[src/sv/sacd_ram.sv]
// generic single-write, single-read ram with registered read
`timescale 1ns / 1ps
module sacd_ram #(
	parameter int WIDTH = 8,
	parameter int DEPTH = 64
) (
	input  logic                                  clk,
	input  logic                                  we,
	input  logic [(DEPTH > 1 ? $clog2(DEPTH) : 1)-1:0] waddr,
	input  logic [WIDTH-1:0]                      wdata,
	input  logic                                  re,
	input  logic [(DEPTH > 1 ? $clog2(DEPTH) : 1)-1:0] raddr,
	output logic [WIDTH-1:0]                      rdata
);
	logic [WIDTH-1:0] mem [DEPTH];

	always_ff @(posedge clk) begin
		if (we) begin
			mem[waddr] <= wdata;
		end
		if (re) begin
			rdata <= mem[raddr];
		end
	end
endmodule

[config.mk]
export PLATFORM = sky130hd
export DESIGN_NAME = sacd_ram
export DESIGN_NICKNAME = d
export VERILOG_FILES = /design/src/sv/sacd_ram.sv
export SDC_FILE = /design/constraint.sdc
export NUM_CORES = 1
export LEC_CHECK = 0
export BUFFER_PORTS_ARGS = -buffer_cell sky130_fd_sc_hd__buf_2
export CAP_MARGIN = 20
export CORE_MARGIN = 4
export CORE_UTILIZATION = 62
export DETAILED_ROUTE_END_ITERATION = 12
export PLACE_DENSITY = 0.79
export SLEW_MARGIN = 20
export SYNTH_ARGS = -nofsm -noshare
export SYNTH_HDL_FRONTEND = slang
export SYNTH_SLANG_ARGS = --single-unit
[constraint.sdc]
create_clock -name clk -period 3.12 [get_ports clk]
set_clock_uncertainty 0.1 [all_clocks]
set_input_delay 0.624 -clock clk [delete_from_list [all_inputs] [get_ports clk]]
set_output_delay 0.624 -clock clk [all_outputs]
set_load 0.02 [all_outputs]
After elaboration in Yosys (flattened, before gate mapping)
Memory sizes are Yosys's and may differ from the RTL's. A register that Yosys moved wholly into a read port is not among the register bits.
Index checks and enable logic that the tools add are counted.
W data, S select, Z words.
Word-level totals
  word-level logic and storage cells: 3
  input bits: 23
  memory bits (writable): 512
  output and inout port bits: 8
  register bits after elaboration: 0
  memories: 1
Operators by class
  mux-type cells: 2
Memories
  mem: words 64, width 8, read ports 1, clocked after memory_dff 1, wr ports 1, RTL line 15  | logic [WIDTH-1:0] mem [DEPTH];
Operators by type and width (count)
  $mux W1: 2

Longest topological paths before layout
Gate-level depths: netlist of the first run.
  depth in word-level cells: 2
  gate-level depth with buffers: 9
  gate-level depth less buffers: 5

Least setup slack after synthesis of the first run
No wires, ideal clock.
  path type: input -> register
  start: input raddr[1] (netlist bit)
  end: register rdata[3], read port of mem, data pin
  path buffers: 3
  path slack: 0.590 ns
  arrival time: 2.164 ns
  stages: 7
  setup time: 0.266 ns
  cell sequence: buf_4 -> buf_2 -> buf_2 -> mux4_2 -> mux4_2 -> o21ai_1 -> o41ai_1
RTL lines
  from (decl): RTL line 12  | input logic [(DEPTH > 1 ? $clog2(DEPTH) : 1)-1:0] raddr,
  to (decl): RTL line 13  | output logic [WIDTH-1:0] rdata

==> flow_metrics.env, run 1 <==
export IMPL_synth_cell_types=39
export IMPL_tns_ns=0
export IMPL_grt_ovfl_total=0
export IMPL_p_switching_mw=2.91
export IMPL_cap_violations=0
export IMPL_cellLeakagePower_nw=7.46
export IMPL_drt_iter0_markers=1245
export IMPL_finalCritPeriodShare=0.786
export IMPL_p_clk_frac=0.395
export IMPL_fmax_mhz=408
export IMPL_crit_path_start_kind="input port"
export IMPL_critPathKind="in2reg"
export IMPL_place_congestion=0.847
export IMPL_fillers=1790
export IMPL_drc=0
export IMPL_synth_ff_type="edfxtp_1"
export IMPL_ys_warn_count=0
export IMPL_avgRoutedWirePerCell_um=29.0
export IMPL_switching_share=0.207
export IMPL_first_pass_iters=5
export IMPL_place_area_sq_um=21600
export IMPL_ir_drop_v=0.000522
export IMPL_hold_viol=0
export IMPL_die_h_um=189
export IMPL_r2r_slack_ns=0.82
export IMPL_rsz0062_at_grt="false"
export IMPL_die_w_um=189
export IMPL_finalSetupViolations=0
export IMPL_totalWireLength_um=45100
export IMPL_crit_required_ns=3.30
export IMPL_viasPerCell=6.54
export IMPL_drive_gt1_frac=0.315
export IMPL_synthArstFlopShare=0
export IMPL_design_area_sq_um=23100
export IMPL_coreArea_sq_um=31900
export IMPL_seqPwrFrac=0.551
export IMPL_synth_edff_count=520
export IMPL_final_antenna_net_count=0
export IMPL_vias=10200
export IMPL_status="completed"
export IMPL_cts_sinks=520
export IMPL_fp_row_count=65
export IMPL_synth_seq_area_share=0.771
export IMPL_area_delta_synth_final_pct=14.3
export IMPL_cts_buffers=49
export IMPL_yosysTopAreaCellShare=0.771
export IMPL_die_area_sq_um=35600
export IMPL_grt_use_total=0.260
export IMPL_cts_tree="built"
export IMPL_cts_hold_buffers=0
export IMPL_portBuffers=30
export IMPL_clkTransAtPathRegs_ns=0.06
export IMPL_powerDensity_nw_per_um2=610
export IMPL_clk_path_buf_depth=3
export IMPL_slowest_stage="mux4_2"
export IMPL_period_minus_slack_ns=2.45
export IMPL_cts_root_buf="clkbuf_16"
export IMPL_start_util=0.635
export IMPL_syn_nets=963
export IMPL_synthesis_area_sq_um=20200
export IMPL_clk_latency_ns=0.56
export IMPL_antenna_found_initial=4
export IMPL_hp_class="in2reg"
export IMPL_p_comb_frac=0.054
export IMPL_io_pins=31
export IMPL_cpPeakStageDelay_ns=0.49
export IMPL_worstPathCellList="buf_4 > buf_4 > mux4_2 > mux4_2 > o21ai_0 > nand2_1"
export IMPL_cp_data_arrival_time_ns=2.63
export IMPL_netlist_instances=940
export IMPL_ctsResizeCount=0
export IMPL_path_max_fanout=15
export IMPL_avgSynthCellArea_sq_um=21.5
export IMPL_tightest_slew_ns=0.706
export IMPL_grt_pass1_vias=10600
export IMPL_yosys_top_cells_area="edfxtp_1 (77%), mux4_2 (14%), nor2_1 (1.5%)"
export IMPL_final_nets=1108
export IMPL_cts_setup_buffers=0
export IMPL_cp_end_kind="flip-flop"
export IMPL_hpwlAfterDp_um=27400
export IMPL_ys_seq_elements=520
export IMPL_final_max_slew_violation_count=0
export IMPL_yosysTopAreaCell="edfxtp_1"
export IMPL_relSlewSlack=0.526
export IMPL_power_internal_mw=11.2
export IMPL_total_power_mw=14.1
export IMPL_grt_pass1_wl_um=68500
export IMPL_htree_levels=2
export IMPL_grt_max_degree=65
-- synthesized netlist by cell type (2+ instances only) --
library cell,instances
edfxtp_1,520
mux4_2,126
nor2_1,83
mux2i_1,23
nand2_1,19
clkbuf_1,17
nor2b_1,14
buf_4,13
mux2_2,13
nand3_1,13
buf_2,11
o221ai_1,8
o22ai_1,8
nand2b_1,7
nor3_1,7
a221oi_1,6
a211oi_1,4
buf_1,4
buf_6,4
a21oi_1,3
a22oi_1,3
nand3b_1,3
o2111ai_1,3
o2bb2ai_1,3
a2111oi_0,2
buf_12,2
nand4_1,2
nor4_1,2
o21a_1,2
o21ai_0,2
o21ai_1,2
o221a_2,2
o32ai_1,2
o41ai_1,2
-- path summary, 6_finish.rpt --
path,start,to,depth (start not counted)
min,re,rdata[0]$_DFFE_PP_,1
max,raddr[1],rdata[7]$_DFFE_PP_,6
max reg2reg,mem[54][7]$_DFFE_PP_,rdata[7]$_DFFE_PP_,4
min reg2reg,mem[26][4]$_DFFE_PP_,rdata[4]$_DFFE_PP_,3
-- area by class of cell --
class / instances / area, sq um / share of cell area
sequential: 520 / 15600 / 0.675
multi-input combinational: 369 / 4320 / 0.187
clock buffer: 60 / 1310 / 0.0566
timing repair buffer: 145 / 1160 / 0.0500
tap: 435 / 544 / 0.0235
clock inverter: 28 / 186 / 0.00806
antenna: 2 / 5.00 / 0.000216
-- registers in the layout (all words and copies together), names as in the netlist --
signal / count
mem: 512
rdata: 8
-- critical path, delay by kind of cell --
family | cells | cell delay [ns]
multiplexers | 2 | 0.89
AO/OA/AOI/OAI | 1 | 0.40
buffers and inverters | 2 | 0.57
AND/OR/NAND/NOR | 1 | 0.12
-- stage by stage --
| step | hold slack [ns] | worst slack (ns) | utilization | instances |
|---|---|---|---|---|
| floorplan | 0.623 | 0.590 | - | 940 |
| global placement | 0.767 | 0.171 | 0.678 | 1469 |
| detailed placement | 0.785 | 0.104 | 0.678 | 1469 |
| CTS | 0.353 | 0.671 | 0.725 | 1557 |
| global route | 0.356 | 0.607 | 0.726 | 1558 |
| finish | 0.372 | 0.668 | 0.726 | 1559 |
-- power groups by stage --
stage / Sequential (mW) / Clock (mW) / Combinational (mW)
global placement: 7.91 / 0 / 0.729
finish: 7.77 / 5.57 / 0.762
CTS: 7.77 / 5.63 / 0.758
floorplan: 7.92 / 0 / 0.412
detailed placement: 7.92 / 0 / 0.751
global route: 7.77 / 5.96 / 0.808
-- kinds of logic after synthesis --
logic type | share of synthesized area
buffers and inverters | 0.0156
DFF | 0.771
and+or+nand+nor | 0.0337
muxes | 0.159
AOI/OAI and AO/OA | 0.0206
-- layout by cell type (no fill, tap or decap), drive strengths merged, types with 8 or more instances in the layout --
master	synthesis	layout
buf	34	144
clkbuf	17	61
clkinv	0	22
edfxtp	520	520
mux2	13	13
mux2i	23	23
mux4	126	126
nand2	19	19
nand3	13	13
nor2	83	83
nor2b	14	14
o221ai	8	8
o22ai	8	8
-- per-layer routing --
layer / track usage / vias to the layer above / wire length, um
li1: - / 4219 / -
met4: 0.0774 / 6 / 1410
met1: 0.366 / 5211 / 16700
met5: 0 / - / 35
met3: 0.0617 / 123 / 4830
met2: 0.417 / 642 / 22200
Note: power is estimated with default switching activity, not from simulation.
==> run 2: changes to the inputs <==
--- a/config.mk
+++ b/config.mk
@@ -8,9 +8,9 @@
 export BUFFER_PORTS_ARGS = -buffer_cell sky130_fd_sc_hd__buf_2
 export CAP_MARGIN = 20
 export CORE_MARGIN = 4
-export CORE_UTILIZATION = 62
+export CORE_UTILIZATION = 56
 export DETAILED_ROUTE_END_ITERATION = 12
-export PLACE_DENSITY = 0.79
+export PLACE_DENSITY = 0.75
 export SLEW_MARGIN = 20
 export SYNTH_ARGS = -nofsm -noshare
 export SYNTH_HDL_FRONTEND = slang
==> constraint.sdc (replaced) <==
create_clock -name clk -period 2.2 [get_ports clk]
set_clock_uncertainty 0.1 [all_clocks]
set_input_delay 0.44 -clock clk [delete_from_list [all_inputs] [get_ports clk]]
set_output_delay 0.44 -clock clk [all_outputs]
set_load 0.02 [all_outputs]
==> run 2 against run 1 <==
Compared with the run above:
- non-clock buffer count grew 54
- global-route usage shrank 2.2 points
- core utilization shrank 5.8 points
- total power grew 49%
- register-to-register slack lost 0.76 ns
- first-iteration DRC count grew 11%
==> flow_metrics.env, run 2 (synthesized netlist as in run 1, its figures left out) <==
export IMPL_viasPerCell=6.28
export IMPL_fp_row_count=69
export IMPL_coreArea_sq_um=35700
export IMPL_top_regs="mem (512), rdata (8)"
export IMPL_area_delta_synth_final_pct=17.6
export IMPL_final_antenna_net_count=0
export IMPL_design_area_sq_um=23800
export IMPL_hp_class="in2reg"
export IMPL_drc=0
export IMPL_cp_end_kind="flip-flop"
export IMPL_cts_buffers=50
export IMPL_portBuffers=30
export IMPL_drt_iter0_markers=1383
export IMPL_powerDensity_nw_per_um2=881
export IMPL_largest_reg_flops=512
export IMPL_worstHoldStart="re"
export IMPL_largest_register="mem"
export IMPL_htree_levels=2
export IMPL_place_congestion=0.846
export IMPL_final_nets=1163
export IMPL_die_h_um=198
export IMPL_rsz0062_at_grt="false"
export IMPL_critPathLaunch="mem[44][2]$_DFFE_PP_"
export IMPL_final_cell_mix="edfxtp_1 (520), buf_4 (163), mux4_2 (126), nor2_1 (81), clkbuf_16 (53)"
export IMPL_final_common_cell="edfxtp_1"
export IMPL_tightest_slew_ns=0.728
export IMPL_first_pass_iters=5
export IMPL_cellLeakagePower_nw=7.83
export IMPL_total_power_mw=21.0
export IMPL_grt_use_total=0.238
export IMPL_cp_endpoint="rdata[2]$_DFFE_PP_"
export IMPL_cap_violations=0
export IMPL_cts_hold_buffers=0
export IMPL_grt_pass1_vias=10600
export IMPL_hold_viol=0
export IMPL_avgRoutedWirePerCell_um=27.5
export IMPL_crit_path_start_kind="flip-flop"
export IMPL_antenna_found_initial=2
export IMPL_finalCritPeriodShare=0.972
export IMPL_start_util=0.568
export IMPL_grt_ovfl_total=0
export IMPL_critPathKind="reg2reg"
export IMPL_fmax_mhz=468
export IMPL_grt_max_degree=65
export IMPL_finalSetupViolations=0
export IMPL_die_area_sq_um=39300
export IMPL_cts_setup_buffers=0
export IMPL_worstRegToRegCells=5
export IMPL_period_minus_slack_ns=2.14
export IMPL_status="completed"
export IMPL_crit_required_ns=2.41
export IMPL_clk_path_buf_depth=3
export IMPL_r2r_slack_ns=0.06
export IMPL_cts_tree="built"
export IMPL_drive_gt1_frac=0.351
export IMPL_ir_drop_v=0.000679
export IMPL_cp_data_arrival_time_ns=2.35
export IMPL_place_area_sq_um=22100
export IMPL_vias=10300
export IMPL_totalWireLength_um=45300
export IMPL_r2r_start="mem[44][2]$_DFFE_PP_"
export IMPL_hpwlAfterDp_um=29500
export IMPL_path_max_fanout=1
export IMPL_die_w_um=198
export IMPL_final_max_slew_violation_count=0
export IMPL_cts_sinks=520
export IMPL_clkTransAtPathRegs_ns=0.06
export IMPL_hold_depth=1
export IMPL_grt_pass1_wl_um=68500
export IMPL_ctsResizeCount=0
export IMPL_io_pins=31
export IMPL_clk_latency_ns=0.56
export IMPL_timing_rr_end="rdata[2]$_DFFE_PP_"
export IMPL_cts_root_buf="clkbuf_16"
export IMPL_relSlewSlack=0.515
run 2: changes by cell type in the layout (fill, tap and decap cells not counted), moves of 2 or more:
cell / delta
nor2_2: +2
bufinv_16: +6
clkbuf_16: +2
clkinvlp_4: -3
buf_4: +54
clkinv_2: -2
nor2_1: -2
run 2: worst min path at each step:
stage,endpoint,slack (ns)
2_1_floorplan,mem[0][0]$_DFFE_PP_,0.44
3_3_place_gp,rdata[1]$_DFFE_PP_,0.74
3_5_place_dp,rdata[1]$_DFFE_PP_,0.73
4_1_cts,rdata[1]$_DFFE_PP_,0.14
5_1_grt,rdata[0]$_DFFE_PP_,0.15
6_report,rdata[0]$_DFFE_PP_,0.17
run 2: routing by layer:
layer	global-route usage	part of all wire	routed length, um
met5	0	0.00044	20
met3	0.0526	0.10	4540
met1	0.338	0.38	17100
met4	0.0755	0.027	1240
met2	0.379	0.49	22400
run 2: worst max-delay path, stage by stage, from the launching register on:
cell and delay (ns):
edfxtp_1 0.38, mux4_2 0.48, mux2_2 0.30, a221oi_1 0.35
buf_4 0.20, o2bb2ai_1 0.08
run 2: layout make-up:
class / instances / area, sq um
flip-flops and latches: 520 / 15600
fillers: 2180 / 11800
multi-input cells: 369 / 4330
repair buffers: 199 / 1560
clock buffers: 63 / 1360
well taps: 461 / 577
clock inverters: 31 / 354
diodes: 2 / 5.00
run 2: power by group:
| part | switching, mW | leakage (nW) | internal [mW] |
|---|---|---|---|
| Combinational | 0.669 | 2.31 | 0.487 |
| Sequential | 0.0301 | 4.69 | 11.0 |
| Clock | 3.47 | 0.841 | 5.33 |
run 2: per-stage QoR:
step | hold WS [ns] | setup WS [ns] | utilization | setup TNS [ns] | instances
global placement | 0.736 | -0.452 | 0.619 | -3.16 | 1549
floorplan | 0.439 | -0.0253 | - | -0.161 | 940
detailed placement | 0.732 | -0.486 | 0.619 | -3.50 | 1549
global route | 0.155 | 0.0228 | 0.668 | 0 | 1644
CTS | 0.145 | 0.0228 | 0.667 | 0 | 1643
finish | 0.171 | 0.0616 | 0.668 | 0 | 1645
==> run 3: changes to the inputs <==
--- a/config.mk
+++ b/config.mk
@@ -11,6 +11,7 @@
 export CORE_UTILIZATION = 56
 export DETAILED_ROUTE_END_ITERATION = 12
 export PLACE_DENSITY = 0.75
+export REMOVE_ABC_BUFFERS = 1
 export SLEW_MARGIN = 20
 export SYNTH_ARGS = -nofsm -noshare
 export SYNTH_HDL_FRONTEND = slang
==> constraint.sdc (replaced) <==
create_clock -name clk -period 1.85 [get_ports clk]
set_clock_uncertainty 0.1 [all_clocks]
set_input_delay 0.37 -clock clk [delete_from_list [all_inputs] [get_ports clk]]
set_output_delay 0.37 -clock clk [all_outputs]
set_load 0.02 [all_outputs]
==> run 3 against run 2 <==
Compared with the run above:
- the run now ends with setup timing left
- flip-flop and latch count unchanged
- die area unchanged
- clock power increased by 12%
- sequential share of layout area is 0.25 points lower
- global-route usage up 0.13 points
- final cell count is the same
- total power rose by 16%
- highest routed layer unchanged
- wire length up 0.90%
- critical path type unchanged
==> flow_metrics.env, run 3 (synthesized netlist as in run 1, its figures left out) <==
export IMPL_drc=0
export IMPL_final_cell_mix="edfxtp_1 (520), buf_4 (165), mux4_2 (126), nor2_1 (79), clkbuf_16 (50)"
export IMPL_io_pins=31
export IMPL_grt_max_degree=65
export IMPL_finalSetupViolations=8
export IMPL_grt_use_total=0.240
export IMPL_cap_violations=0
export IMPL_hpwlAfterDp_um=29100
export IMPL_tightest_slew_ns=0.719
export IMPL_portBuffers=30
export IMPL_cts_hold_buffers=0
export IMPL_critPathKind="reg2reg"
export IMPL_die_w_um=198
export IMPL_first_pass_iters=7
export IMPL_top_regs="mem (512), rdata (8)"
export IMPL_fillers=2174
export IMPL_hold_viol=0
export IMPL_drive_gt1_frac=0.367
export IMPL_worstHoldStart="re"
export IMPL_cts_sinks=520
export IMPL_avgRoutedWirePerCell_um=27.8
export IMPL_die_area_sq_um=39300
export IMPL_cts_setup_buffers=0
export IMPL_cpPeakStageDelay_ns=0.55
export IMPL_clk_path_buf_depth=3
export IMPL_cts_buffers=50
export IMPL_final_common_cell="edfxtp_1"
export IMPL_design_area_sq_um=23900
export IMPL_viasPerCell=6.32
export IMPL_cts_root_buf="clkbuf_16"
export IMPL_cellLeakagePower_nw=7.87
export IMPL_clk_latency_ns=0.60
export IMPL_grt_pass1_wl_um=68400
export IMPL_multiInputGateArea_sq_um=4410
export IMPL_place_congestion=0.884
export IMPL_fin_ws_ns=-0.326
export IMPL_coreArea_sq_um=35700
export IMPL_die_h_um=198
export IMPL_cts_tree="built"
export IMPL_hp_class="in2reg"
export IMPL_critPathLaunch="mem[12][2]$_DFFE_PP_"
export IMPL_period_minus_slack_ns=2.18
export IMPL_grt_pass1_vias=10700
export IMPL_powerDensity_nw_per_um2=1020
export IMPL_htree_levels=2
export IMPL_vias=10400
export IMPL_rsz0062_at_grt="true"
export IMPL_place_ws_ns=-0.986
export IMPL_n_antenna_cell=0
export IMPL_cp_data_arrival_time_ns=2.40
export IMPL_largest_register="mem"
export IMPL_ir_drop_v=0.000878
export IMPL_crit_path_start_kind="flip-flop"
export IMPL_regArea_sq_um=15600
export IMPL_largest_reg_flops=512
export IMPL_r2r_start="mem[12][2]$_DFFE_PP_"
export IMPL_status="complete, but fails checks"
export IMPL_final_antenna_net_count=0
export IMPL_finalCritPeriodShare=1.18
export IMPL_clkTransAtPathRegs_ns=0.06
export IMPL_area_delta_synth_final_pct=18.0
export IMPL_final_nets=1170
export IMPL_cp_end_kind="flip-flop"
export IMPL_slowest_stage="mux4_2"
export IMPL_start_util=0.568
export IMPL_path_common_cell="mux4_2"
export IMPL_drt_iter0_markers=1327
export IMPL_antenna_found_initial=2
export IMPL_worstPathCellList="mux4_2 > mux4_2 > nor2_4 > nor3_2 > o2bb2ai_1"
export IMPL_path_max_fanout=1
export IMPL_violations="setup timing"
export IMPL_fmax_mhz=460
export IMPL_place_area_sq_um=22200
export IMPL_final_max_slew_violation_count=0
export IMPL_totalWireLength_um=45700
export IMPL_grt_ovfl_total=0
export IMPL_crit_required_ns=2.08
export IMPL_relSlewSlack=0.521
export IMPL_fp_row_count=69
==> run 3: changes by cell type in the layout (fill, tap and decap cells not counted), moves of 3 or more <==
cell | before | now
buf_12 | 10 | 17
buf_2 | 25 | 22
bufinv_16 | 8 | 5
clkbuf_1 | 10 | 6
clkbuf_16 | 53 | 50
clkinv_1 | 13 | 10
clkinv_2 | 8 | 13
nor2_4 | 0 | 4
nor3_1 | 6 | 3
o21ai_2 | 0 | 3
==> run 3: power by group <==
group          internal, mW  switching, mW  total, mW
registers              13.1         0.0382       13.1
logic                 0.623          0.820       1.44
clock network          5.65           4.20       9.85
==> run 3: final cells by class <==
class	instances	area share
repair buffers	206	0.0717
clock buffers	56	0.0533
flip-flops and latches	520	0.653
multi-input cells	369	0.185
well taps	461	0.0241
clock inverters	33	0.0128
==> run 3: per-layer routing <==
layer | vias to the layer above | global-route usage | wire length (um)
met4 | 4 | 0.0865 | 1580
met2 | 543 | 0.375 | 22300
met1 | 5401 | 0.335 | 17400
met3 | 99 | 0.0607 | 4280
li1 | 4350 | - | -
met5 | - | 0 | 28
==> run 3: critical path, delay by kind of cell (launching register included) <==
kind	cells	cell delay [ns]
mux	2	1.04
simple gates	2	0.23
compound gates	1	0.14
flops	1	0.40
==> run 3: stage by stage <==
| stage | hold slack, ns | cells | TNS, ns | util | power [mW] |
|---|---|---|---|---|---|
| 3_5_place_dp | 0.690 | 1556 | -23.44 | 0.623 | 14.8 |
| 5_1_grt | 0.0746 | 1645 | -1.99 | 0.670 | 25.2 |
| 4_1_cts | 0.0641 | 1645 | -1.66 | 0.670 | 24.5 |
| 2_1_floorplan | 0.369 | 889 | -0.347 | - | 13.9 |
| 3_3_place_gp | 0.686 | 1556 | -15.86 | 0.623 | 14.7 |
| 6_report | 0.0979 | 1645 | -1.70 | 0.670 | 24.4 |
==> run 3: repair_timing <==
action	in CTS	in global routing
setup endpoints to repair	8	8
resized for setup	21	2
pin swaps	3	0
==> run 3: final timing paths <==
check                                           to  slack (ns)  depth (start not counted)
worst min register to register  rdata[7]$_DFFE_PP_        0.87                          4
worst max register to register  rdata[2]$_DFFE_PP_       -0.33                          5
worst min-delay path            rdata[3]$_DFFE_PP_         0.1                          1
worst max-delay path            rdata[2]$_DFFE_PP_       -0.33                          5
