==> config.mk <==
export PLATFORM = sky130hd
export DESIGN_NAME = sacd_way_update
export DESIGN_NICKNAME = d
export VERILOG_FILES = /design/src/sv/sacd_pkg.sv /design/src/sv/sacd_way_update.sv
export SDC_FILE = /design/constraint.sdc
export NUM_CORES = 1
export LEC_CHECK = 0
export ABC_CLOCK_PERIOD_IN_PS = 32800
export BUFFER_PORTS_ARGS = -buffer_cell sky130_fd_sc_hd__buf_2
export CAP_MARGIN = 20
export CORE_AREA = 4 4 339 341
export DETAILED_ROUTE_END_ITERATION = 10
export DIE_AREA = 0 0 343 345
export PLACE_DENSITY = 0.42
export SLEW_MARGIN = 20
export SYNTH_ARGS = -nofsm -noshare
export SYNTH_HDL_FRONTEND = slang
export SYNTH_SLANG_ARGS = --single-unit
export TNS_END_PERCENT = 100
==> constraint.sdc <==
create_clock -name vclk -period 32.8
set_input_delay 0 -clock vclk [all_inputs]
set_output_delay 0 -clock vclk [all_outputs]
set_load 0.03 [all_outputs]
==> src/sv/sacd_pkg.sv <==
// shared types and codes for the cache tag directory
`timescale 1ns / 1ps
package sacd_pkg;

	localparam logic [1:0] REQ_READ  = 2'd0;
	localparam logic [1:0] REQ_WRITE = 2'd1;
	localparam logic [1:0] REQ_CLEAR = 2'd2;
	localparam logic [1:0] REQ_NOP   = 2'd3;

	localparam logic [2:0] CFG_OFFSET_BITS = 3'd0;
	localparam logic [2:0] CFG_SET_BITS    = 3'd1;
	localparam logic [2:0] CFG_WAYS        = 3'd2;
	localparam logic [2:0] CFG_LRU         = 3'd3;
	localparam logic [2:0] CFG_PREFETCH    = 3'd4;

	typedef enum logic [3:0] {
		ST_SWEEP = 4'b0001,
		ST_IDLE  = 4'b0010,
		ST_LOOK  = 4'b0100,
		ST_PLOOK = 4'b1000
	} state_t;

	// effective associativity fits 5 bits for up to 16 ways
	typedef struct packed {
		logic       refresh;
		logic [4:0] ways;
	} lkp_ctl_t;

endpackage

==> src/sv/sacd_way_update.sv <==
// tag compare, victim choice and age update for one set row
`timescale 1ns / 1ps
module sacd_way_update #(
	parameter int WAYS      = 8,
	parameter int ADDR_BITS = 48,
	parameter int AGE_W     = 3
) (
	input  sacd_pkg::lkp_ctl_t                 ctl,
	input  logic [ADDR_BITS-1:0]               tag,
	input  logic [WAYS-1:0]                    valid_in,
	input  logic [WAYS-1:0][ADDR_BITS-1:0]     tag_in,
	input  logic [WAYS-1:0][AGE_W-1:0]         age_in,
	output logic                               hit,
	output logic [WAYS-1:0]                    valid_out,
	output logic [WAYS-1:0][ADDR_BITS-1:0]     tag_out,
	output logic [WAYS-1:0][AGE_W-1:0]         age_out
);
	localparam int WAY_W = (WAYS > 1) ? $clog2(WAYS) : 1;

	logic [WAYS-1:0]  in_use;
	logic [WAYS-1:0]  hit_vec;
	logic [WAY_W-1:0] hit_way;
	logic [WAY_W-1:0] inv_way;
	logic             any_inv;
	logic [WAY_W-1:0] old_way;
	logic [AGE_W-1:0] old_age_best;
	logic [WAY_W-1:0] sel;
	logic             was_valid;
	logic [AGE_W-1:0] sel_age;
	logic             do_touch;

	always_comb begin
		for (int j = 0; j < WAYS; j++) begin
			in_use[j]  = 5'(j) < ctl.ways;
			hit_vec[j] = in_use[j] && valid_in[j] && (tag_in[j] == tag);
		end
		hit = |hit_vec;

		// lowest matching and lowest invalid way
		hit_way = '0;
		inv_way = '0;
		any_inv = 1'b0;
		for (int j = WAYS - 1; j >= 0; j--) begin
			if (hit_vec[j]) begin
				hit_way = WAY_W'(j);
			end
			if (in_use[j] && !valid_in[j]) begin
				inv_way = WAY_W'(j);
				any_inv = 1'b1;
			end
		end

		// oldest way, ties go to the highest way
		old_way      = '0;
		old_age_best = age_in[0];
		for (int j = 0; j < WAYS; j++) begin
			if (in_use[j] && age_in[j] >= old_age_best) begin
				old_way      = WAY_W'(j);
				old_age_best = age_in[j];
			end
		end

		if (hit) begin
			sel = hit_way;
		end else if (any_inv) begin
			sel = inv_way;
		end else begin
			sel = old_way;
		end
		do_touch  = !hit || ctl.refresh;
		was_valid = valid_in[sel];
		sel_age   = age_in[sel];

		valid_out = valid_in;
		tag_out   = tag_in;
		age_out   = age_in;
		if (do_touch) begin
			for (int j = 0; j < WAYS; j++) begin
				if (WAY_W'(j) != sel && valid_in[j] && in_use[j] &&
				    (!was_valid || age_in[j] < sel_age) &&
				    (5'(age_in[j]) + 5'd1 < ctl.ways)) begin
					age_out[j] = age_in[j] + AGE_W'(1);
				end
			end
			age_out[sel]   = '0;
			valid_out[sel] = 1'b1;
			if (!hit) begin
				tag_out[sel] = tag;
			end
		end
	end
endmodule

## Word-level counts from Yosys, hierarchy flattened

Cells that the tools add are included.

- Logic and storage cells: 222
- Output and inout bits: 417
- Register bits: 0
- Input bits: 470

- Bitwise gates (word level): 3
- Muxes and demuxes: 70
- Add/sub/neg operators: 16
- Reduce and logical (&&, ||, !) cells: 85
- Equal/unequal tests: 15
- Order comparisons: 33

Operators with widths:

| cell | number |
|---|---|
| 384-bit 2-to-1 mux | 2 |
| 384-bit bitwise mux | 1 |
| 48-bit equality test | 8 |
| 48-bit demux with 3-bit select | 1 |
| 3-bit 2-to-1 mux | 48 |
| 1-bit logical AND | 64 |
| 48-bit 2-to-1 mux | 1 |
| 4-bit by 5-bit < comparator with 1-bit output | 8 |
| 3-bit by 1-bit adder with 4-bit output (second input constant) | 8 |
| 3-bit by 1-bit adder with 3-bit output (second input constant) | 8 |
| 24-bit bitwise AND | 1 |
| 3-bit < comparator | 8 |
| 24-bit 2-to-1 mux | 1 |
| 24-bit NOT | 1 |
| 3-bit greater-or-equal comparator | 7 |
| 3-bit by 5-bit < comparator with 1-bit output (first input constant) | 4 |
| 3-bit != test (first input constant) | 4 |
| 1-bit 2-to-1 mux | 11 |
| 1-bit zero test | 10 |
| 1-bit by 5-bit < comparator with 1-bit output (first input constant) | 2 |
| 2-bit by 5-bit < comparator with 1-bit output (first input constant) | 2 |
| 3-bit binary-select mux with 3-bit select | 1 |
| 3-bit demux with 3-bit select | 1 |
| 1-bit logical OR | 9 |
| 10 further kinds | 11 |

## Logic depth before layout (Yosys ltp)

Gate-level depths: netlist (run 1).

- Depth after elaboration: 33
- Mapped depth: 65
- Depth with buffers taken out: 63

## Worst setup path before layout (run 1)

No wires, ideal clock.

- Kind: input port to output port
- From: input port ctl[2] (netlist bit)
- To: output port age_out[15] (netlist bit)
- Setup slack: 20.971 ns
- Buffers on the path: 4
- Arrival time: 11.829 ns
- Cell stages on the path: 60
- Data required time: 32.800 ns
- Cells stage by stage: clkbuf_1 or3_1 buf_6 o21ai_0 mux2_2 inv_1 ha_1 a31oi_1 nor2_1 a41oi_1 o21ai_0 ha_1 nand2b_1 a21oi_1 a22o_1 a311o_1 o31a_1 o21ai_0 [24 not listed] a21oi_1 or2_2 a21o_1 a211o_1 a311oi_1 a21o_1 nor2_1 buf_2 buf_2 a211oi_1 a311oi_1 a21oi_1 ha_1 or2_2 a21oi_1 a21oi_1 nor2_1 mux2i_1

RTL lines:

| item | line | text |
|---|---|---|
| start, declared | sacd_way_update.sv:8 | `input sacd_pkg::lkp_ctl_t ctl,` |
| end, declared | sacd_way_update.sv:16 | `output logic [WAYS-1:0][AGE_W-1:0] age_out` |

==> flow_metrics.py, run 1 <==
metrics = {
    "clock_tree": {
        "cts_resized": 0,
        "ctsHoldBuffers": 0,
        "cts_setup_buffers": 0,
    },
    "worst_setup_path": {
        "cp_max_fo": 23,
        "cp-start-kind": "primary input",
        "worst-setup-path-type": "primary input to output port",
        "cp_slowest_stage_delay_ns": 0.72,
        "slowest_stage": "a21oi_1",
        "critPathCaptureType": "output port",
        "cp.arrival_ns": 14.24,
        "required_ns": 32.80,
        "cpMostUsedCell": "ha_1",
    },
    "run_status": {
        "status": "finished, final reports clean",
    },
    "sta": {
        "tightestPinTransition_ns": 1.15,
        "relSlewSlack_pct": 22.5,
        "fin_crit_sh_pct": 43.4,
        "slew_viol_final": 0,
        "finalHoldViolCount": 0,
        "rsz0062_at_grt": "no",
        "fin_setup_tns_ns": 0,
        "setup_viol": 0,
        "fmax_ghz": 0.0702,
        "fin_crit_ns": 14.24,
    },
    "final_layout": {
        "area_growth_pct": 45.1,
        "final_cell_mix": "887 x buf_2, 395 x mux2_2, 238 x xor2_1",
        "seqCellArea_sq_um": 0,
        "fillers": 13000,
        "final_cells": 4044,
        "final_nets": 3023,
        "final_util_pct": 17.7,
        "drive_above_1_share_pct": 55.2,
        "final_common_cell": "buf_2",
        "multi_input_area_sq_mm": 0.0129,
        "seq_cells": 0,
        "clkbuf_count": 0,
    },
    "job": {
        "drv_cap": 0,
    },
    "global_routing": {
        "antenna_found_initial": 91,
        "grt_start_max_net_pins": 49,
        "grt_remaining_overflow": 0,
        "grt_pass1_wl_mm": 200,
        "grt_usage_pct": 25.7,
        "grt_pass1_vias": 18500,
    },
    "pwr": {
        "p_leak_nw": 8.40,
        "p_per_area_mw_per_mm2": 30.3,
        "irDropWorstVdd_mv": 0.0146,
    },
    "yosys": {
        "syn-cell-area_sq_mm": 0.0137,
        "avgSynthCellArea_sq_um": 7.99,
        "seq_area_frac_synth_pct": 0,
        "syn-num-nets": 2238,
        "ys.warnings.count": 0,
        "post_synth_num_cell_types": 76,
        "synth_cells": 1711,
    },
    "floorplanning": {
        "fp.dieW_microns": 343,
        "ioPinCount": 887,
        "fp-row-count": 123,
        "core_sq_mm": 0.112,
        "die_area_sq_mm": 0.118,
        "fp.dieH_microns": 345,
        "start_util_pct": 12.2,
    },
    "drt": {
        "drc": 0,
        "routed_wl_mm": 161,
        "vias_per_cell": 4.58,
        "dr_total_vias": 18500,
        "drtIter0Drc": 1443,
        "drt.antenna.violating_nets": 0,
        "routedWlPerCell_microns": 39.8,
        "drt_pre_antenna_iters": 5,
    },
    "placed_design": {
        "numPortBuffers": 887,
        "place.gp.congestion": 0.926,
        "dp_hpwl_mm": 136,
        "dp.cells": 3994,
    },
    "worst_hold_path": {
        "worstHoldPathType": "primary input to output port",
    },
}
synth_stat cells (4+ instances only):
library cell / number / area share, %
o21a_1: 8 / 0.44
a211oi_1: 7 / 0.38
nor3_1: 18 / 0.66
nor2_1: 58 / 1.6
buf_1: 5 / 0.14
ha_1: 57 / 5.2
o22ai_1: 14 / 0.64
xnor2_1: 157 / 10
a311oi_1: 4 / 0.26
buf_6: 5 / 0.41
nand2_1: 58 / 1.6
mux2i_1: 10 / 0.73
or4_1: 9 / 0.49
nand3_1: 20 / 0.73
o2bb2ai_1: 7 / 0.45
clkbuf_1: 47 / 1.3
o211ai_1: 9 / 0.49
a21boi_0: 9 / 0.49
a21o_1: 15 / 0.82
and3_1: 9 / 0.41
a21oi_1: 54 / 2.0
a22o_1: 8 / 0.51
or2_2: 9 / 0.41
nor2b_1: 8 / 0.37
a211o_1: 4 / 0.26
xor2_1: 238 / 15
nand4b_1: 12 / 0.77
nor4b_1: 14 / 0.90
a31oi_1: 6 / 0.27
nand2b_1: 20 / 0.92
mux2_2: 395 / 33
nor4_1: 102 / 4.7
or3_1: 8 / 0.37
o21ai_0: 35 / 1.3
buf_2: 100 / 3.7
inv_1: 31 / 0.85
nand4_1: 85 / 3.9
stage by stage:
step	instance area, sq um	setup slack, ns	hold WS, ns	power [W]
2_1_floorplan	13700	20.97	0.177	0.000355
3_3_place_gp	19700	18.79	0.407	0.000606
3_5_place_dp	19700	18.79	0.408	0.000605
4_1_cts	19700	18.70	0.410	0.000608
5_1_grt	19700	17.52	0.421	0.000632
6_report	19800	18.56	0.408	0.000602
critical path, delay by kind of cell:
kind	cells	cell delay (ns)
buffers and inverters	6	1.05
muxes	4	1.31
and+or+nand+nor	12	2.28
AOI/OAI and AO/OA	30	7.29
adders and majority gates	8	2.25
power breakdown:
part	switching, W	leakage (nW)	internal, W
Combinational	0.000412	8.40	0.000190
Clock	0	0.000318	0.000000000111
Sequential	0	0	0
path summary, 6_finish.rpt:
check	startpoint	to	slack, ns	cells after the start
worst max-delay path	age_in[2]	age_out[21]	18.56	60
worst min-delay path	tag_in[35]	tag_out[35]	0.41	3
kinds of logic after synthesis:
| logic type | count (synthesis) | synth area share, % |
|---|---|---|
| buf+inv | 188 | 6.35 |
| xor+xnor | 395 | 25.3 |
| fa+ha+maj | 58 | 5.29 |
| simple gates | 455 | 19.4 |
| mux | 405 | 33.3 |
| compound gates | 210 | 10.3 |
area by class of cell:
type	count	area share (%)
inverters	31	0.586
diodes	50	0.631
multi-input cells	1523	64.9
well taps	1500	9.46
repair buffers	940	24.4
routing by layer:
metal	part of all wire, %	global-route usage, %
met1	37	28.7
met2	49	45.8
met3	9.2	7.57
met4	4.7	9.42
met5	0.21	0
(Power assumes the default switching activity.)
==> run 2, diff against run 1 <==
Settings changed: ABC_CLOCK_PERIOD_IN_PS 32800 to 13400.
Clock period 32.8 ns to 13.4 ns, I/O delays scaled along.
==> run 2 against run 1 <==
  * Count of clock-buffer cells in the layout unchanged
  * Core utilization increased by 0.44 points
  * Via count increased by 1.1%
  * Hold slack about the same
  * Sequential share of layout area unchanged
  * Routed wire length increased by 0.42%
  * Cell area increased by 2.5%
  * First-iteration DRC count increased by 4.5%
==> flow_metrics.py, run 2 (same netlist as run 1, synthesis figures left out) <==
metrics = {
    "drt": {
        "routed_wl_mm": 162,
        "drt.antenna.violating_nets": 0,
        "dr_total_vias": 18700,
        "routedWlPerCell_microns": 39.6,
        "drt_pre_antenna_iters": 5,
        "drtIter0Drc": 1508,
        "vias_per_cell": 4.58,
        "drc": 0,
    },
    "global_routing": {
        "grt_pass1_wl_mm": 201,
        "grtUsageMet2_pct": 45.2,
        "grt_usage_pct": 25.8,
        "grtUsageMet3_pct": 7.72,
        "antenna_found_initial": 92,
        "grt_pass1_vias": 18600,
        "use_met1_pct": 28.9,
        "grt_start_max_net_pins": 49,
        "grt_remaining_overflow": 0,
        "busiest_layer": "met2",
    },
    "sta": {
        "worst_slack_ns": 0.707,
        "rsz0062_at_grt": "no",
        "finalHoldViolCount": 0,
        "fin_setup_tns_ns": 0,
        "fmax_ghz": 0.0788,
        "fin_crit_ns": 12.69,
        "slew_viol_final": 0,
        "relSlewSlack_pct": 10.6,
        "tightestPinTransition_ns": 1.33,
        "fin_crit_sh_pct": 94.7,
        "setup_viol": 0,
    },
    "floorplanning": {
        "die_area_sq_mm": 0.118,
        "fp.dieH_microns": 345,
        "fp.dieW_microns": 343,
        "start_util_pct": 12.2,
        "core_sq_mm": 0.112,
        "fp-row-count": 123,
        "ioPinCount": 887,
    },
    "pwr": {
        "p_comb_share_pct": 100.0,
        "switching_share_pct": 67.1,
        "p_switching_w": 0.00102,
        "clkPwrFrac_pct": 0,
        "irDropWorstVdd_mv": 0.0336,
        "p_per_area_mw_per_mm2": 74.8,
        "seqPwrFrac_pct": 0,
        "p_int_w": 0.000501,
        "p_total_w": 0.00152,
        "p_leak_nw": 8.67,
    },
    "worst_setup_path": {
        "critPathCaptureType": "output port",
        "cp.arrival_ns": 12.69,
        "cp_slowest_stage_delay_ns": 0.52,
        "required_ns": 13.40,
        "cp_max_fo": 16,
        "cp-start-kind": "primary input",
        "worst-setup-path-type": "primary input to output port",
        "cpMostUsedCell": "ha_1",
        "slowest_stage": "a31oi_1",
    },
    "final_layout": {
        "seqCellArea_sq_um": 0,
        "seq_cells": 0,
        "final_nets": 3072,
        "clkbuf_count": 0,
        "final_common_cell": "buf_2",
        "final_cell_mix": "887 x buf_2, 395 x mux2_2, 238 x xor2_1",
        "fillers": 13000,
        "area_growth_pct": 48.7,
        "drive_above_1_share_pct": 56.2,
        "multi_input_area_sq_mm": 0.0129,
    },
    "placed_design": {
        "dp_slack_ns": 0.277,
        "numPortBuffers": 887,
        "dp_hpwl_mm": 138,
        "place.gp.congestion": 0.941,
    },
    "clock_tree": {
        "cts_setup_buffers": 0,
        "ctsHoldBuffers": 0,
    },
    "worst_hold_path": {
        "worstHoldPathType": "primary input to output port",
    },
    "job": {
        "drv_cap": 0,
    },
    "run_status": {
        "status": "finished, final reports clean",
    },
}
run 2: changes by cell type in the layout (fill, tap and decap cells not counted), sizes merged:
| cell | previous run | this run |
|---|---|---|
| diode | 50 | 40 |
| buf | 940 | 989 |
run 2: area by class of cell:
class,count,share of cell area (%)
inverters,31,0.572
multi-input cells,1523,63.4
diodes,40,0.492
repair buffers,989,26.3
well taps,1500,9.23
run 2: repair_timing:
action | in CTS | in global routing
endpoints found under the setup margin | 0 | 190
hold endpoints to repair | 0 | 0
resized for setup | 0 | 9
run 2: critical path: cells and delay by family:
kind | cells | cell delay [ns]
mux | 3 | 1.07
compound gates | 32 | 7.13
buf+inv | 7 | 0.87
fa+ha+maj | 7 | 1.92
simple gates | 11 | 1.65
run 2: routing by layer:
layer	part of all wire, %	vias up	routed length [microns]
met2	48	1061	78300
met5	0.23	-	367
met4	5.3	58	8500
met1	37	9304	60000
li1	-	8058	-
met3	9.1	235	14700
run 2: path summary, 6_finish.rpt:
check / from / to / slack, ns / cells past startpoint
worst max-delay path: age_in[2] / age_out[1] / 0.71 / 60
worst min-delay path: tag_in[35] / tag_out[35] / 0.41 / 3
run 2: power by group through the flow:
stage | sequential, W | combinational, W | clock [W]
3_5_place_dp | 0 | 0.00152 | 0
6_report | 0 | 0.00152 | 0.000000000338
5_1_grt | 0 | 0.00160 | 0.0000000000301
2_1_floorplan | 0 | 0.000870 | 0
4_1_cts | 0 | 0.00153 | 0
3_3_place_gp | 0 | 0.00153 | 0
run 2: per-stage QoR:
| stage | utilization (%) | std cells | hold slack [ns] | cell area, sq um |
|---|---|---|---|---|
| 2_1_floorplan | - | 1711 | 0.177 | 13700 |
| 3_3_place_gp | 18.1 | 4043 | 0.408 | 20200 |
| 3_5_place_dp | 18.1 | 4043 | 0.409 | 20200 |
| 4_1_cts | 18.1 | 4043 | 0.411 | 20200 |
| 5_1_grt | 18.1 | 4046 | 0.422 | 20200 |
| 6_report | 18.2 | 4083 | 0.408 | 20300 |
==> run 3, diff against run 2 <==
Settings changed: CELL_PAD_IN_SITES_DETAIL_PLACEMENT set to 0, CELL_PAD_IN_SITES_GLOBAL_PLACEMENT set to 1, CORE_AREA 4 4 339 341 to 4 4 343 345, DIE_AREA 0 0 343 345 to 0 0 347 349, PLACE_DENSITY 0.42 to 0.51.
==> run 3 against run 2 <==
  * Cell area is 0.41% lower
  * Via count decreased by 1.3%
  * Setup slack improved by 0.37 ns
  * First-iteration DRC count down 5.0%
  * Highest routed layer unchanged
  * Count of clock-buffer cells in the layout stayed put
  * Die area rose by 2.3%
  * Routed wire length shrank 0.33%
  * Critical path depth rose by 2
==> flow_metrics.py, run 3 (same netlist as run 1, synthesis figures left out) <==
metrics = {
    "final_layout": {
        "area_growth_pct": 48.1,
        "final_nets": 3054,
        "final_cell_mix": "883 x buf_2, 395 x mux2_2, 238 x xor2_1",
        "final_common_cell": "buf_2",
        "seqCellArea_sq_um": 0,
        "clkbuf_count": 0,
        "drive_above_1_share_pct": 55.9,
        "fillers": 13300,
        "seq_cells": 0,
    },
    "global_routing": {
        "grtUsageMet2_pct": 43.1,
        "grt_pass1_wl_mm": 201,
        "use_met1_pct": 29.3,
        "grt_pass1_vias": 18600,
        "antenna_found_initial": 80,
        "grt_start_max_net_pins": 49,
        "grtUsageMet3_pct": 6.35,
        "grt_usage_pct": 25.0,
        "grt_remaining_overflow": 0,
        "busiest_layer": "met2",
    },
    "placed_design": {
        "place.gp.congestion": 0.946,
        "numPortBuffers": 887,
        "dp_hpwl_mm": 138,
    },
    "worst_setup_path": {
        "cp_max_fo": 8,
        "worst-setup-path-type": "primary input to output port",
        "cp_slowest_stage_delay_ns": 0.40,
        "cp.arrival_ns": 12.33,
        "cp-start-kind": "primary input",
        "required_ns": 13.40,
        "slowest_stage": "mux2_2",
        "critPathCaptureType": "output port",
    },
    "floorplanning": {
        "core_sq_mm": 0.114,
        "start_util_pct": 12.0,
        "fp.dieW_microns": 347,
        "fp.dieH_microns": 349,
        "die_area_sq_mm": 0.121,
        "ioPinCount": 887,
        "fp-row-count": 124,
    },
    "drt": {
        "drc": 0,
        "dr_total_vias": 18500,
        "vias_per_cell": 4.52,
        "routedWlPerCell_microns": 39.5,
        "drt_pre_antenna_iters": 5,
        "drt.antenna.violating_nets": 0,
        "routed_wl_mm": 161,
        "drtIter0Drc": 1432,
    },
    "sta": {
        "fin_crit_ns": 12.33,
        "tightestPinTransition_ns": 1.11,
        "fin_crit_sh_pct": 92.0,
        "slew_viol_final": 0,
        "fin_setup_tns_ns": 0,
        "fin_hold_ws_ns": 0.404,
        "rsz0062_at_grt": "no",
        "finalHoldViolCount": 0,
        "relSlewSlack_pct": 25.8,
        "setup_viol": 0,
        "fmax_ghz": 0.0811,
    },
    "pwr": {
        "p_per_area_mw_per_mm2": 74.9,
        "irDropWorstVdd_mv": 0.0413,
        "p_leak_nw": 8.59,
    },
    "run_status": {
        "status": "finished, final reports clean",
    },
    "clock_tree": {
        "cts_setup_buffers": 0,
    },
    "job": {
        "drv_cap": 0,
    },
    "worst_hold_path": {
        "worstHoldPathType": "primary input to output port",
    },
}
-- run 3: worst paths after layout --
path	startpoint	endpoint	slack, ns	cells after the start
max	age_in[2]	age_out[9]	1.07	62
min	tag_in[35]	tag_out[35]	0.40	3
-- run 3: report_power, final --
part / internal (W) / total, W / switching (W) / leakage (nW)
logic: 0.000490 / 0.00152 / 0.00103 / 8.59
clock network: 0.000000000131 / 0.000000000131 / 0 / 0.000323
registers: 0 / 0 / 0 / 0
-- run 3: metrics by stage --
stage	worst slack (ns)	cells	total power (W)	utilization [%]	cell area [sq um]
after global placement	0.445	4037	0.00152	17.6	20100
final	1.07	4088	0.00152	17.7	20300
after floorplan	1.57	1711	0.000870	-	13700
after detailed placement	0.450	4037	0.00151	17.6	20100
after CTS	0.412	4037	0.00152	17.6	20100
after global routing	0.0391	4042	0.00158	17.6	20100
-- run 3: metal layers --
layer	part of all wire (%)	wire length [microns]
met2	47	76500
met4	5.3	8540
met3	7.7	12400
met5	0.14	229
met1	39	63600
-- run 3: worst max-delay path, delay by kind of cell --
family,cells,cell delay [ns]
AND/OR/NAND/NOR,12,1.88
multiplexers,4,1.31
adder cells (fa/ha/maj),8,2.20
buffers and inverters,7,0.82
AO/OA/AOI/OAI,31,6.08
-- run 3: final cells by class --
cell class	count	area, sq um	share of cell area (%)
Tap cell	1512	1890	9.34
Inverter	31	116	0.575
Antenna cell	51	128	0.630
Multi-Input combinational cell	1523	12900	63.7
Timing Repair Buffer	971	5220	25.8
-- run 3: repair_timing --
action / CTS / global route
resized for setup: 0 / 11
endpoints found under the setup margin: 0 / 358
hold buffers: 0 / 0
